## config.mk

```make
export PLATFORM = sky130hd
export DESIGN_NAME = tqpi_second_queue
export DESIGN_NICKNAME = d
export VERILOG_FILES = /design/src/tqpi_pkg.sv /design/src/tqpi_second_queue.sv
export SDC_FILE = /design/constraint.sdc
export NUM_CORES = 1
export LEC_CHECK = 0
export ABC_CLOCK_PERIOD_IN_PS = 30900
export BUFFER_PORTS_ARGS = -buffer_cell sky130_fd_sc_hd__buf_2
export CAP_MARGIN = 20
export CORE_ASPECT_RATIO = 0.6
export CORE_UTILIZATION = 25
export DETAILED_ROUTE_END_ITERATION = 8
export HOLD_SLACK_MARGIN = 0.12
export SLEW_MARGIN = 20
export SYNTH_ARGS = -nofsm -noshare
export SYNTH_HDL_FRONTEND = slang
export SYNTH_SLANG_ARGS = --single-unit
```

## constraint.sdc

```tcl
create_clock -name clk -period 30.9 [get_ports clk]
set_input_delay 1.545 -clock clk [delete_from_list [all_inputs] [get_ports clk]]
set_output_delay 1.545 -clock clk [all_outputs]
set_load 0.01 [all_outputs]
```

## src/tqpi_pkg.sv

```systemverilog
// Package for the two-queue positional insert block.
// Holds shared constants, operation and status codes, the queue command struct
// and the record field mask function. No dependencies.
package tqpi_pkg;

    // Default sizes and fixed field widths.
    localparam int QUEUE_DEPTH_DEF = 16;
    localparam int FIELD_CHARS_DEF = 8;
    localparam int FIELD_W         = 64;
    localparam int POS_W           = 5;
    localparam int COUNT_OUT_W     = 5;

    // Operation codes carried by a request transaction.
    typedef enum logic [1:0] {
        OP_APPEND = 2'd0,
        OP_INSERT = 2'd1,
        OP_MOVE   = 2'd2,
        OP_READ   = 2'd3
    } op_t;

    // Status codes carried by a response transaction.
    typedef enum logic [1:0] {
        ST_OK    = 2'd0,
        ST_FULL  = 2'd1,
        ST_EMPTY = 2'd2,
        ST_RANGE = 2'd3
    } status_t;

    // Update command for one queue.
    typedef struct packed {
        logic push;
        logic pop;
    } queue_cmd_t;

    // Keeps the low CHARS bytes of a packed character field.
    function automatic logic [FIELD_W-1:0] field_mask(input int chars);
        logic [FIELD_W-1:0] m;
        m = '1;
        if (chars < 8)
        begin
            m = (FIELD_W'(1) << (8 * chars)) - FIELD_W'(1);
        end
        return m;
    endfunction

endpackage

```

## src/tqpi_second_queue.sv

```systemverilog
// Second queue: register array written at its tail, with a random read port.
// Depends on tqpi_pkg.
module tqpi_second_queue
    import tqpi_pkg::*;
#(
    parameter int DEPTH = QUEUE_DEPTH_DEF,
    localparam int IW   = $clog2(DEPTH),
    localparam int CW   = $clog2(DEPTH + 1)
) (
    input  logic               clk,
    input  logic               rst_n,
    input  logic               push,
    input  logic [FIELD_W-1:0] wr_id,
    input  logic [FIELD_W-1:0] wr_name,
    input  logic [IW-1:0]      rd_index,
    output logic [FIELD_W-1:0] rd_id,
    output logic [FIELD_W-1:0] rd_name,
    output logic [CW-1:0]      count
);

    logic [FIELD_W-1:0] ids_reg   [DEPTH];
    logic [FIELD_W-1:0] names_reg [DEPTH];
    logic [CW-1:0]      count_reg;

    // Tail write; the count is below DEPTH whenever a push is issued.
    always_ff @(posedge clk)
    begin
        if (push)
        begin
            ids_reg[count_reg[IW-1:0]]   <= wr_id;
            names_reg[count_reg[IW-1:0]] <= wr_name;
        end
    end

    // Occupancy count.
    always_ff @(posedge clk or negedge rst_n)
    begin
        if (!rst_n)
        begin
            count_reg <= '0;
        end
        else if (push)
        begin
            count_reg <= count_reg + CW'(1);
        end
    end

    assign rd_id   = ids_reg[rd_index];
    assign rd_name = names_reg[rd_index];
    assign count   = count_reg;

endmodule

```

* After elaboration in Yosys (flattened, before gate mapping) *
Memories as Yosys holds them, arrays and structs flattened.
Cells that the tools add are included.
W data, S select, Z words.

word-level totals
  register bits after elaboration = 5
  bits in latches = 0
  bits in writable memories = 2,048
  bits in read-only memories = 0
  input port bits = 135
  output and inout bits = 133
  logic and storage cells = 6
  memories = 2

memories
  name       depth  width  rd ports  clocked after Yosys merged registers in  wr ports  RTL line                 RTL
  ids_reg    16     64     1         0                                        1         tqpi_second_queue.sv:21  logic [FIELD_W-1:0] ids_reg [DEPTH];
  names_reg  16     64     1         0                                        1         tqpi_second_queue.sv:22  logic [FIELD_W-1:0] names_reg [DEPTH];

cells by class
  add/subtract/negate cells = 1
  multipliers = 0
  div/mod/pow operators = 0
  order comparisons = 0
  eq/ne operators = 0
  shift-type cells = 0
  muxes and demuxes = 2
  bitwise operators = 0
  reduce and logical (&&, ||, !) cells = 0

operators with widths
  kind                   number
  $add A5 B1 Y5 const B  1
  $mux W1                2

* Depth between registers and ports, before layout *
  depth after elaboration = 2
  gate-level depth with buffers = 8
  mapped depth without buffers = 4

* Worst setup path after synthesis *
No wires, ideal clock.

  path kind = input to register
  start = in push
  end = mem ids_reg[8][0] (enable)
  setup time = 798 ps
  arrival time = 11,225 ps
  data required time = 30,102 ps
  slack = 18,877 ps
  cell stages on the path = 3
  path buffers = 1
  cell sequence = clkbuf_1 > nand2_1 > nor3b_1

between the ends
  word-level cells in the longest chain between the ends = 2

RTL lines
  element                        RTL line                 RTL
  start, declared                tqpi_second_queue.sv:12  input logic push,
  $mux W1                        tqpi_second_queue.sv:28  if (push)
  $mux W1 (implied by the code)  tqpi_second_queue.sv:30  ids_reg[count_reg[IW-1:0]] <= wr_id;
  end, declared                  tqpi_second_queue.sv:21

No other way between the ends.

* Final worst setup path *
  start = in rd_index[0]
  end = out rd_id[22]

between the ends
  word-level cells in the longest chain between the ends = 1

RTL lines
  element          RTL line                 RTL
  start, declared  tqpi_second_queue.sv:15  input logic [IW-1:0] rd_index,
  $mem_v2 Z16 W64  n/a
  end, declared    tqpi_second_queue.sv:16  output logic [FIELD_W-1:0] rd_id,

No other way between the ends.

==> results.md <==
* Pin count of the biggest net entering global routing at 144
* Top_reg_cell synth: edfxtp_1
* Startpoint types: primary input
* Crit end category: output port
* Setup violations, final at 0
* WS Path Type: in2out
* WL/cell at 25.5 µm
* CTS Hold Bufs at 0
* Synth async-reset ratio at 0.244%
* Fmax at 0.136 GHz
* Clock latency on the worst-skew pair at 0.84 ns
* Die width at 720 µm
* Synth Cell Area at 77400 µm²
* Drt initial violations at 3720
* Outcome: complete, no violations
* CP max stage cell: buf_4
* Post-CTS Setup Inserts at 0
* #FFs+latches synth at 2053
* Buffers & Inverters on Critical Path at 6
* Hold Vio Cnt, Final at 0
* Worst IR Drop VDD at 0.0472 mV
* Global-route wire length before repair at 283000 µm
* Final worst slack at 23.55 ns
* Initial Util at 25.2%
* Cts bufs inserted at 207
* DP Area at 83600 µm²
* Fill cells at 29500
* Drt drc at 0
* Die area at 312000 µm²
* LEAKAGE at 28.2 nW
* Cells on worst reg2reg path at 7
* CTS tree: done
* Post-Synthesis Cells at 3297
* Synthesized area per cell at 23.5 µm²
* Area Growth Syn to Fin at 16.9%
* Vias in the first global route at 37400
* Total negative setup slack at 0 ns
* Routed via count at 36200
* Worst r2r dst: names_reg[8][9]
* Core Rows at 157
* CP max FO at 98
* Layout cells sized above 1 at 31.2%
* Synth unique cells at 31
* Largest delay contributor family on the critical path: buffers and inverters
* R2r setup slk at 27.35 ns
* Vias/cell at 4.59
* Total grt overflow at 0
* Post-route insts no fill at 7899
* Tot GR Track Use at 12.6%
* Seq/Total Area, Yosys at 79.7%
* WHS at 0.508 ns
* Post-Route WL at 202000 µm
* PD cells at 72.4 nW/µm²
* Max-Cap Viols at 0
* Setup slack after placement at 23.37 ns
* Reg clk slew, reported paths at 0.06 ns
* Die Y at 433 µm
* IO Port Bufs at 267
* Type of the worst min-delay path: in2async
* Reg2Reg Launch Point: count[0]
* Top Ports at 268
* Critical Path Max Stage Delay at 0.83 ns
* Post-Place Cells at 7517
* Overall Power at 6.55 mW
* Total nets after synthesis at 3437
* Worst Path Required at 29.36 ns
* Post-synth EDFFs at 2048
* Critical path cell sequence: buf_8 -> buf_4 -> buf_4 -> buf_12 -> and2_1 -> buf_4 -> a22oi_1 -> o21ai_0 -> buf_2
* Most used cell, CP: buf_4
* Antenna-violating nets left at 0
* Slew headroom at 21.9%
* Skew final at 0.0497 ns
* Core area at 306000 µm²
* Slew @ Worst Pin at 1.17 ns
* HPWL Detailed at 108000 µm
* RSZ-0062 raised after global routing: no
* Slew Viols, Final at 0
* Period utilization at 23.8%
* Arr. time, crit path at 5.80 ns
* Most common cell after layout, fill and taps aside: edfxtp_1
* GP Congestion at 0.710
* Final net count at 3812
* Clock Path Buffers at 4
* Final core utilization at 29.5%
* CTS root buf: clkbuf_16
* # clock sinks at 2053
* Yosys warns at 0
* Most frequent cells in the layout: edfxtp_1, mux4_2, buf_2
* 1st-pass router iterations at 5
* H-tree depth at 4
* Post-Layout Inst Area at 90400 µm²
* Fin crit period at 7.35 ns
* CTS-repair resized insts at 0
* Initial antenna violation count at 54
-- metal layers --
| metal | wire length, µm | vias up | GRT usage (%) |
|---|---|---|---|
| met4 | 3180 | 36 | 2.60 |
| li1 | - | 14900 | - |
| met1 | 89400 | 19800 | 17.9 |
| met3 | 15100 | 253 | 3.05 |
| met5 | 226 | - | 0 |
| met2 | 93900 | 1191 | 19.8 |
-- where the power goes --
| part | switching (mW) | internal [mW] |
|---|---|---|
| clock | 1.06 | 1.48 |
| sequential | 0.0487 | 3.34 |
| combinational | 0.436 | 0.189 |
-- layout make-up --
cell class                 count  area [µm²]  area share [%]
antenna                        8        20.0          0.0221
timing repair buffer         349        2040            2.26
multi-input combinational   1058       14800            16.4
clock inverter               136        1530            1.69
tap                         4054        5070            5.61
sequential                  2053       61600            68.2
clock buffer                 238        5300            5.86
inverter                       3        11.3          0.0125
-- worst register-to-register path: stages, from the launching register on --
cell and delay, ns:
dfrtp_1 0.47, inv_1 0.12, ha_1 0.18, nand2_1 0.12, nor3b_2 0.20, buf_4 0.46
buf_4 0.63, buf_4 0.92
-- synth_stat cells, drive strengths merged (6+ instances only) --
master   count  share of area (%)
buf        122                1.0
o22ai       30               0.24
mux2i       65               0.84
nor2b       24               0.19
o221ai      37               0.42
mux2        66               0.96
mux4       455                 13
nand2       94               0.46
nor2        25               0.12
edfxtp    2048                 79
and2        13               0.11
a2bb2oi     17               0.19
clkbuf      61               0.30
nand2b       6              0.049
a221o        7              0.091
a22oi      185                1.8
o21ai       14              0.091
-- cell families after synthesis --
| group | Yosys count | synth area share [%] |
|---|---|---|
| DFF | 2053 | 79.7 |
| xor gates and xnor gates | 4 | 0.0453 |
| and+or+nand+nor | 173 | 1.02 |
| adders and majority gates | 5 | 0.0809 |
| buffers and inverters | 186 | 1.32 |
| AOI/OAI and AO/OA | 290 | 2.83 |
| muxes | 586 | 15.0 |
-- how the worst max path moves through the flow --
stage                 from       endpoint  slack (ns)  depth (start not counted)
2_1_floorplan         push  ids_reg[8][0]       18.88                          3
4_1_cts        rd_index[0]      rd_id[17]       23.36                          8
5_1_grt        rd_index[0]      rd_id[22]       23.15                          9
3_5_place_dp   rd_index[0]      rd_id[17]       23.37                          8
3_3_place_gp   rd_index[0]      rd_id[22]       23.39                          9
6_report       rd_index[0]      rd_id[22]       23.55                          9
Note: power is estimated with default switching activity, not from simulation.
